**src/sv/cip_pkg.sv**
```systemverilog
// Shared types, codes and helpers for the complex integer power block.
`timescale 1ns / 1ps
`default_nettype none

package cip_pkg;

    // Result status codes
    localparam logic [1:0] STATUS_OK       = 2'd0;
    localparam logic [1:0] STATUS_ZERO_NEG = 2'd1;
    localparam logic [1:0] STATUS_SAT      = 2'd2;

    // Controller states
    typedef enum logic [3:0] {
        ST_IDLE,
        ST_CHECK,
        ST_DEN_MUL,
        ST_DEN_SUM,
        ST_DIV_RE_INIT,
        ST_DIV_RE,
        ST_DIV_RE_FIN,
        ST_DIV_IM_INIT,
        ST_DIV_IM,
        ST_DIV_IM_FIN,
        ST_COPY,
        ST_LOOP,
        ST_MUL_WB,
        ST_FINISH
    } state_t;

    // Datapath operations
    typedef enum logic [3:0] {
        OP_NONE,
        OP_LOAD,
        OP_MUL,
        OP_DEN,
        OP_DIV_INIT,
        OP_DIV_STEP,
        OP_DIV_FIN,
        OP_COPY,
        OP_WB,
        OP_OUT
    } op_t;

    // Which reciprocal part the divider works on
    typedef enum logic {
        PART_RE,
        PART_IM
    } part_t;

    typedef struct packed {
        op_t   op;
        part_t part;
    } cmd_t;

    typedef struct packed {
        logic e_zero;
        logic zero_neg;
        logic neg;
        logic mul_done;
        logic div_last;
        logic out_free;
    } sts_t;

    typedef struct packed {
        logic [31:0] val;
        logic        sat;
    } clamp_t;

    // Saturate a 65-bit signed value to 32 bits
    function automatic clamp_t clamp32(input logic signed [64:0] v);
        clamp_t r;
        r.sat = 1'b0;
        r.val = v[31:0];
        if (v > 65'sd2147483647) begin
            r.val = 32'h7FFF_FFFF;
            r.sat = 1'b1;
        end else if (v < -65'sd2147483648) begin
            r.val = 32'h8000_0000;
            r.sat = 1'b1;
        end
        return r;
    endfunction

endpackage

`default_nettype wire

```
**src/sv/cip_ctrl.sv**
```systemverilog
// Controller state machine for the complex integer power block.
`timescale 1ns / 1ps
`default_nettype none

module cip_ctrl (
    input  wire             clk,
    input  wire             rst_n,
    input  wire             in_valid,
    output logic            in_stall,
    input  cip_pkg::sts_t   sts,
    output cip_pkg::cmd_t   cmd
);

    cip_pkg::state_t state_reg;
    cip_pkg::state_t state_next;

    // State register
    always_ff @(posedge clk or negedge rst_n)
    begin
        if (!rst_n)
        begin
            state_reg <= cip_pkg::ST_IDLE;
        end
        else
        begin
            state_reg <= state_next;
        end
    end

    assign in_stall = (state_reg != cip_pkg::ST_IDLE);

    // Next state and datapath commands
    always_comb
    begin
        state_next = state_reg;
        cmd.op     = cip_pkg::OP_NONE;
        cmd.part   = cip_pkg::PART_RE;
        case (state_reg)
            cip_pkg::ST_IDLE:
            begin
                if (in_valid)
                begin
                    cmd.op     = cip_pkg::OP_LOAD;
                    state_next = cip_pkg::ST_CHECK;
                end
            end
            cip_pkg::ST_CHECK:
            begin
                if (sts.e_zero || sts.zero_neg)
                    state_next = cip_pkg::ST_FINISH;
                else if (sts.neg)
                    state_next = cip_pkg::ST_DEN_MUL;
                else
                    state_next = cip_pkg::ST_LOOP;
            end
            cip_pkg::ST_DEN_MUL:
            begin
                cmd.op     = cip_pkg::OP_MUL;
                state_next = cip_pkg::ST_DEN_SUM;
            end
            cip_pkg::ST_DEN_SUM:
            begin
                cmd.op     = cip_pkg::OP_DEN;
                state_next = cip_pkg::ST_DIV_RE_INIT;
            end
            cip_pkg::ST_DIV_RE_INIT:
            begin
                cmd.op     = cip_pkg::OP_DIV_INIT;
                state_next = cip_pkg::ST_DIV_RE;
            end
            cip_pkg::ST_DIV_RE:
            begin
                cmd.op = cip_pkg::OP_DIV_STEP;
                if (sts.div_last)
                    state_next = cip_pkg::ST_DIV_RE_FIN;
            end
            cip_pkg::ST_DIV_RE_FIN:
            begin
                cmd.op     = cip_pkg::OP_DIV_FIN;
                state_next = cip_pkg::ST_DIV_IM_INIT;
            end
            cip_pkg::ST_DIV_IM_INIT:
            begin
                cmd.op     = cip_pkg::OP_DIV_INIT;
                cmd.part   = cip_pkg::PART_IM;
                state_next = cip_pkg::ST_DIV_IM;
            end
            cip_pkg::ST_DIV_IM:
            begin
                cmd.op   = cip_pkg::OP_DIV_STEP;
                cmd.part = cip_pkg::PART_IM;
                if (sts.div_last)
                    state_next = cip_pkg::ST_DIV_IM_FIN;
            end
            cip_pkg::ST_DIV_IM_FIN:
            begin
                cmd.op     = cip_pkg::OP_DIV_FIN;
                cmd.part   = cip_pkg::PART_IM;
                state_next = cip_pkg::ST_COPY;
            end
            cip_pkg::ST_COPY:
            begin
                cmd.op     = cip_pkg::OP_COPY;
                state_next = cip_pkg::ST_LOOP;
            end
            cip_pkg::ST_LOOP:
            begin
                if (sts.mul_done)
                    state_next = cip_pkg::ST_FINISH;
                else
                begin
                    cmd.op     = cip_pkg::OP_MUL;
                    state_next = cip_pkg::ST_MUL_WB;
                end
            end
            cip_pkg::ST_MUL_WB:
            begin
                cmd.op     = cip_pkg::OP_WB;
                state_next = cip_pkg::ST_LOOP;
            end
            cip_pkg::ST_FINISH:
            begin
                if (sts.out_free)
                begin
                    cmd.op     = cip_pkg::OP_OUT;
                    state_next = cip_pkg::ST_IDLE;
                end
            end
            default:
            begin
                state_next = cip_pkg::ST_IDLE;
            end
        endcase
    end

endmodule

`default_nettype wire

```
**config.mk**
```make
export PLATFORM = sky130hd
export DESIGN_NAME = cip_ctrl
export DESIGN_NICKNAME = d
export VERILOG_FILES = /design/src/sv/cip_pkg.sv /design/src/sv/cip_ctrl.sv
export SDC_FILE = /design/constraint.sdc
export NUM_CORES = 1
export LEC_CHECK = 0
export BUFFER_PORTS_ARGS = -buffer_cell sky130_fd_sc_hd__buf_2
export CAP_MARGIN = 20
export CELL_PAD_IN_SITES_DETAIL_PLACEMENT = 1
export CELL_PAD_IN_SITES_GLOBAL_PLACEMENT = 1
export CORE_MARGIN = 2
export CORE_UTILIZATION = 37
export DETAILED_ROUTE_END_ITERATION = 10
export GPL_TIMING_DRIVEN = 0
export PLACE_DENSITY_LB_ADDON = 0.1
export SLEW_MARGIN = 30
export SYNTH_ARGS = -nofsm -noshare
export SYNTH_HDL_FRONTEND = slang
export SYNTH_SLANG_ARGS = --single-unit
```
**constraint.sdc**
```tcl
create_clock -name clk -period 3.2 [get_ports clk]
set_input_delay 0.64 -clock clk [delete_from_list [all_inputs] [get_ports clk]]
set_output_delay 0.64 -clock clk [all_outputs]
set_load 0.02 [all_outputs]
```
==> results of run 1 <==
==> worst max path at each step <==
stage | cells past startpoint | start | end | slack [ns]
6_report | 6 | state_reg[1] | cmd[1] | 0.76
5_1_grt | 6 | state_reg[1] | cmd[1] | 0.64
4_1_cts | 6 | state_reg[1] | cmd[1] | 0.77
3_5_place_dp | 6 | state_reg[1] | cmd[1] | 1.03
3_3_place_gp | 6 | state_reg[1] | cmd[1] | 1.06
2_1_floorplan | 5 | state_reg[3] | cmd[2] | 1.13
==> critical path: stages, from the launching register on <==
cell     delay (ns)
dfrtp_1        0.30
buf_2          0.21
buf_1          0.36
nand2_1        0.14
o22a_1         0.22
o32ai_1        0.11
buf_2          0.21
==> cells by family after synthesis <==
kind of cell	Yosys count	synth area share, %
flops	4	20.3
simple gates	26	31.1
buf+inv	9	9.11
compound gates	24	39.5
==> through the flow <==
| step | utilization, % | cells | power, mW |
|---|---|---|---|
| final | 47.7 | 95 | 0.761 |
| after global routing | 47.7 | 95 | 0.827 |
| after CTS | 47.7 | 95 | 0.758 |
| after detailed placement | 46.0 | 92 | 0.691 |
| after global placement | 46.0 | 92 | 0.682 |
| after floorplan | - | 63 | 0.554 |
==> cell usage after synthesis <==
| library cell | count |
|---|---|
| clkbuf_1 | 3 |
| nor3_1 | 2 |
| and2_1 | 1 |
| a211o_4 | 1 |
| nor4_1 | 2 |
| a21oi_1 | 2 |
| o21ai_0 | 3 |
| or3_1 | 1 |
| or4_4 | 1 |
| a2bb2oi_1 | 1 |
| o32ai_1 | 1 |
| nand2_1 | 5 |
| o31a_1 | 1 |
| a21oi_2 | 1 |
| dfrtp_1 | 4 |
| nand4b_1 | 1 |
| buf_6 | 1 |
| a22oi_1 | 1 |
| o21ai_1 | 1 |
| o22a_1 | 1 |
| or2_2 | 3 |
| nor2b_1 | 2 |
| buf_2 | 3 |
| nor2_1 | 1 |
| nand3_1 | 1 |
| buf_1 | 1 |
| o221a_2 | 1 |
| a22o_1 | 1 |
| a221oi_1 | 1 |
| nand2b_1 | 4 |
| o22ai_1 | 3 |
| o21bai_1 | 1 |
| or4_1 | 1 |
| o21ai_2 | 3 |
| a221oi_2 | 1 |
| inv_1 | 1 |
| nor3b_1 | 1 |
==> final cells by class <==
| cell class | instances | area (um^2) |
|---|---|---|
| Tap cell | 15 | 18.8 |
| Multi-Input combinational cell | 50 | 349 |
| Clock buffer | 3 | 22.5 |
| Buffer | 8 | 41.3 |
| Timing Repair Buffer | 14 | 70.1 |
| Inverter | 1 | 3.75 |
| Fill cell | 172 | 663 |
| Sequential cell | 4 | 100 |
==> per-layer routing <==
layer  wire (um)  part of all wire, %  GRT usage [%]  vias up
met5           0                    0              0        -
met4          20                  1.3           12.5        0
met3          43                  2.9           3.33        4
met2         743                   50           37.3       13
met1         687                   46           27.0      269
li1            -                    -              -      275
==> power breakdown <==
| group | internal [mW] | switching (mW) |
|---|---|---|
| registers | 0.0781 | 0.00770 |
| clock network | 0.0420 | 0.0221 |
| logic | 0.246 | 0.365 |
==> summary.md, run 1 <==
| Metric | Value |
|---|---|
| Clock Latency Late Sink | `approximately 0.24 ns` |
| Ports | `15` |
| Antenna-violating nets left | `0` |
| Worst r2r src | `state_reg[3]` |
| Status | `complete, no violations` |
| Data arrival, critical path | `around 1.8 ns` |
| RSZ-0062 raised after global routing | `false` |
| Initial core utilization | `~39%` |
| Worst slack at placement | `1.03 ns` |
| Post-route setup slack | `approximately 0.76 ns` |
| Worst-case vdd ir drop | `0.000401 V` |
| Commonest non-fill, non-tap cell in the layout | `buf_2` |
| Ranking of synthesized cells by area | `dfrtp_1 (20%), o21ai_2 (5.3%), nand2b_1 (5.1%)` |
| Total grt overflow | `0` |
| Setup CP Type | `register to output port` |
| Clock Pin Slew Worst Setup and Hold Paths | `approximately 0.040 ns` |
| Worst Hold Slack | `0.193 ns` |
| Worst Hold Class | `primary input to async pin` |
| Syn_nets | `72` |
| Die W | `about 41 um` |
| CTS tree | `done` |
| Tmin final | `approximately 2.4 ns` |
| Flop2flop setup slack | `~1.6 ns` |
| Max Cap Viol | `0` |
| Vias | `between 500 and 600` |
| Slew headroom | `between 70% and 80%` |
| Worst Skew | `~0.0031 ns` |
| ANT cells | `0` |
| DPL Wire Length | `1040 um` |
| Detailed-route DRC error count | `0` |
| Critical Path Start Type | `register` |
| Row count | `13` |
| Clk buf depth | `2` |
| Yosys cell types | `37` |
| Die Span Y | `40.5 um` |
| Pwr/cell area | `1260 nW/um^2` |
| Register area share after synthesis | `about a fifth` |
| Share of cells above drive strength 1 | `approximately 40%` |
| Fin nets | `91` |
| Post-Route WL | `roughly 1500 um` |
| Initial antenna violation count | `0` |
| Vias per cell | `5.91` |
| Mapped Cells | `63` |
| Pleak | `~0.26 nW` |
| Most frequent cells in the layout | `buf_2 (17), nand2_1 (5), nand2b_1 (4), dfrtp_1 (4)` |
| Endpoints failing setup | `0` |
| Final Max Tran Viols | `0` |
| Area Overhead vs Synth | `22.5%` |
| Setup bufs post-CTS | `0` |
| Number of global-route vias before repair | `roughly 500` |
| Period utilization | `about three quarters` |
| Yosys warning count | `0` |
| PortBufs | `14` |
| H-tree levels | `1` |
| Routed WL per cell | `about 16 um` |
| Clock sinks | `4` |
| DR iter-0 viols | `8` |
| # resized after CTS | `0` |
| Slew of the pin with the lowest slew margin | `just over 0.4 ns` |
| Global-route usage over all layers | `between 20% and 30%` |
| Cts hold-fix bufs | `0` |
| Worst R2R End | `state_reg[2]` |
| FF-to-FF path depth | `5` |
| Largest net degree at the start of global routing | `11` |
| Worst-path fanout max | `10` |
| Number of flip-flops in the largest register | `4` |
| Placed inst area | `583 um^2` |
| Register bit total from synthesis | `4` |
| First-pass GRT wire length | `around 2300 um` |
| Synth Cell Area | `~490 um^2` |
| DRT Pass-1 Iters | `7` |
| Fin area | `just over 600 um^2` |
| Syn_area_per_cell | `around 8 um^2` |
| Top cell type by total area after synthesis | `dfrtp_1` |
| Root buffer cell | `clkbuf_4` |
| TNS Setup | `0 ns` |
| Num CTS Buffers | `3` |
| Core area | `1270 um^2` |
| Synth top area share | `roughly a fifth` |
| DIE AREA | `1640 um^2` |
| Gpl congestion | `roughly 0.81` |
| Fmax | `approximately 0.4 GHz` |
| Setup crit end kind | `output port` |
| Final hold viol count | `0` |
| Worst EP required | `2.56 ns` |
Note: power is estimated with default switching activity, not from simulation.
==> inputs of run 2 (changes only) <==
--- a/config.mk
+++ b/config.mk
@@ -5,12 +5,13 @@
 export SDC_FILE = /design/constraint.sdc
 export NUM_CORES = 1
 export LEC_CHECK = 0
+export ABC_AREA = 1
 export BUFFER_PORTS_ARGS = -buffer_cell sky130_fd_sc_hd__buf_2
 export CAP_MARGIN = 20
 export CELL_PAD_IN_SITES_DETAIL_PLACEMENT = 1
 export CELL_PAD_IN_SITES_GLOBAL_PLACEMENT = 1
 export CORE_MARGIN = 2
-export CORE_UTILIZATION = 37
+export CORE_UTILIZATION = 30
 export DETAILED_ROUTE_END_ITERATION = 10
 export GPL_TIMING_DRIVEN = 0
 export PLACE_DENSITY_LB_ADDON = 0.1
==> constraint.sdc (replaced) <==
create_clock -name clk -period 2.27 [get_ports clk]
set_input_delay 0.454 -clock clk [delete_from_list [all_inputs] [get_ports clk]]
set_output_delay 0.454 -clock clk [all_outputs]
set_load 0.02 [all_outputs]
==> run 2 against run 1 <==
Against the previous run: utilization fell by 6.4 points; final cell count rose by 19%; combinational power rose by 6.2%; critical endpoint unchanged; worst hold slack got worse by 0.18 ns; cell area fell by 8.9%; sequential power rose by 100%; largest power group unchanged.
==> summary.md, run 2 <==
| Metric | Value |
|---|---|
| H-tree levels | `1` |
| Worst EP required | `1.82 ns` |
| Num CTS Buffers | `3` |
| Yosys cell types | `13` |
| Tmin final | `roughly 1.9 ns` |
| Compound-Gate Fraction of Synth Area | `a little over 8%` |
| # resized after CTS | `0` |
| TNS Setup | `0 ns` |
| DIE AREA | `between 1500 and 2000 um^2` |
| Worst-case vdd ir drop | `approximately 0.00051 V` |
| Antenna-violating nets left | `0` |
| ANT cells | `0` |
| Critical Path Start Type | `register` |
| Endpoints failing setup | `0` |
| Cells along the critical path | `inv_1 -> nor2_2 -> nand2_1 -> nand2_2 -> a21oi_1 -> nand4_1 -> buf_2` |
| Total grt overflow | `0` |
| Number of global-route vias before repair | `between 500 and 600` |
| Clock sinks | `4` |
| DPL Wire Length | `around 1200 um` |
| Routed WL per cell | `around 12 um` |
| Initial antenna violation count | `0` |
| Setup CP Type | `register to output port` |
| Number of flip-flops in the largest register | `4` |
| Mapped Cells | `just over 80` |
| Setup bufs post-CTS | `0` |
| EDFF count, synth | `0` |
| RSZ-0062 raised after global routing | `false` |
| Register area share after synthesis | `between 20% and 30%` |
| CTS tree | `done` |
| Post-synth top flop | `dfrtp_1` |
| Slew of the pin with the lowest slew margin | `about 0.26 ns` |
| Crit path largest cell delay | `~0.40 ns` |
| Period utilization | `83.4%` |
| Worst Hold Class | `primary input to async pin` |
| Pwr Total | `about 0.9 mW` |
| Synth Area in Adders | `0%` |
| CP max-delay cell | `dfrtp_1` |
| Data arrival, critical path | `between 1 and 1.5 ns` |
| Max Cap Viol | `0` |
| Post-Route WL | `around 1400 um` |
| Clk buf depth | `2` |
| Ranking of synthesized cells by area | `dfrtp_1 (23%), nand2_1 (21%), nand3_1 (14%)` |
| Final hold viol count | `0` |
| Clock Pin Slew Worst Setup and Hold Paths | `0.04 ns` |
| Worst-path fanout max | `5` |
| Most numerous cell in the Yosys netlist | `nand2_1` |
| Global-route usage over all layers | `18.6%` |
| Commonest cells in the netlist | `nand2_1 (25), inv_1 (12), nand3_1 (12), nor2_1 (12)` |
| Fmax | `~0.53 GHz` |
| Setup crit end kind | `output port` |
| Synth top area share | `between 20% and 30%` |
| Commonest non-fill, non-tap cell in the layout | `nand2_1` |
| Pwr/cell area | `between 1500 and 2000 nW/um^2` |
| Fin area | `about 550 um^2` |
| Largest family of logic cells by synthesized area | `simple AND/OR/NAND/NOR gates` |
| Post-synth ARST share | `100%` |
| Xor and xnor fraction of the mapped netlist area | `0%` |
| Yosys warning count | `0` |
| Cts hold-fix bufs | `0` |
| Clock Latency Late Sink | `0.24 ns` |
| Gpl congestion | `0.754` |
| DR iter-0 viols | `17` |
| Syn_area_per_cell | `approximately 5.4 um^2` |
| Placed inst area | `between 500 and 600 um^2` |
| Final Max Tran Viols | `0` |
| Mux cell area share after synthesis | `0%` |
| Area Overhead vs Synth | `25.3%` |
| Post-route setup slack | `between 0.3 and 0.4 ns` |
| Top cell type by total area after synthesis | `dfrtp_1` |
| Vias | `between 500 and 600` |
| Pleak | `around 0.35 nW` |
| Die Span Y | `about 42 um` |
| Die W | `about 42 um` |
| Ports | `15` |
| Worst slack at placement | `0.624 ns` |
| DRT Pass-1 Iters | `4` |
| Core area | `1330 um^2` |
| PortBufs | `14` |
| Largest net degree at the start of global routing | `8` |
| Synth Cell Area | `~440 um^2` |
| Register bit total from synthesis | `4` |
| Status | `complete, no violations` |
| CP Launch Point | `state_reg[2]` |
| Fin nets | `109` |
| Detailed-route DRC error count | `0` |
| Initial core utilization | `approximately 33%` |
| Share of cells above drive strength 1 | `around a quarter` |
| Vias per cell | `approximately 5` |
| First-pass GRT wire length | `2540 um` |
| FF-to-FF path depth | `9` |
| Syn_nets | `90` |
| Slew headroom | `82.4%` |
| Simple-Gate Fraction of Synth Area | `58.0%` |
| Worst Skew | `0.000478 ns` |
| Root buffer cell | `clkbuf_4` |
| Most frequent cells in the layout | `nand2_1 (25), buf_2 (14), nor2_1 (12), inv_1 (12), nand3_1 (12)` |
| Row count | `13` |
| Worst r2r src | `state_reg[2]` |
run 2: logic make-up after synthesis:
family                 after synthesis
AND/OR/NAND/NOR                     58
buffers and inverters               13
flip-flops                           4
AO/OA/AOI/OAI                        6
run 2: per-stage QoR:
step	hold WS, ns	cells	util, %
2_1_floorplan	0.158	81	-
3_3_place_gp	0.260	110	39.7
3_5_place_dp	0.260	110	39.7
4_1_cts	0.0111	113	41.4
5_1_grt	0.00154	113	41.4
6_report	0.0106	113	41.4
run 2: layer usage:
| metal | global-route usage [%] | routed length, um |
|---|---|---|
| met4 | 9.38 | 29 |
| met3 | 2.59 | 34 |
| met2 | 31.7 | 695 |
| met1 | 22.5 | 616 |
| met5 | 0 | 0 |
run 2: final timing paths:
check	endpoint	slack [ns]
max in group asynchronous	state_reg[1]	2.14
setup reg to reg	state_reg[2]	0.92
hold / removal	state_reg[3]	0.01
hold reg to reg	state_reg[3]	0.65
min in group clk	state_reg[2]	0.59
setup / recovery	cmd[1]	0.38
run 2: worst max-delay path: cells and delay by family (launching register included):
family,cells,cell delay [ns]
AO/OA/AOI/OAI,1,0.12
buffers and inverters,2,0.34
flip-flops,1,0.40
AND/OR/NAND/NOR,4,0.35
run 2: area by class of cell:
type                    instances  area [um^2]
flip-flops and latches          4          100
clock buffers                   3         22.5
multi-input cells              64          292
repair buffers                 14         70.1
well taps                      15         18.8
inverters                      13         48.8
fillers                       206          782
run 2: power by group:
| group | switching [mW] | total (mW) | internal, mW | leakage [nW] |
|---|---|---|---|---|
| sequential | 0.0643 | 0.174 | 0.110 | 0.0494 |
| combinational | 0.439 | 0.649 | 0.209 | 0.286 |
| clock | 0.0297 | 0.0889 | 0.0592 | 0.0138 |
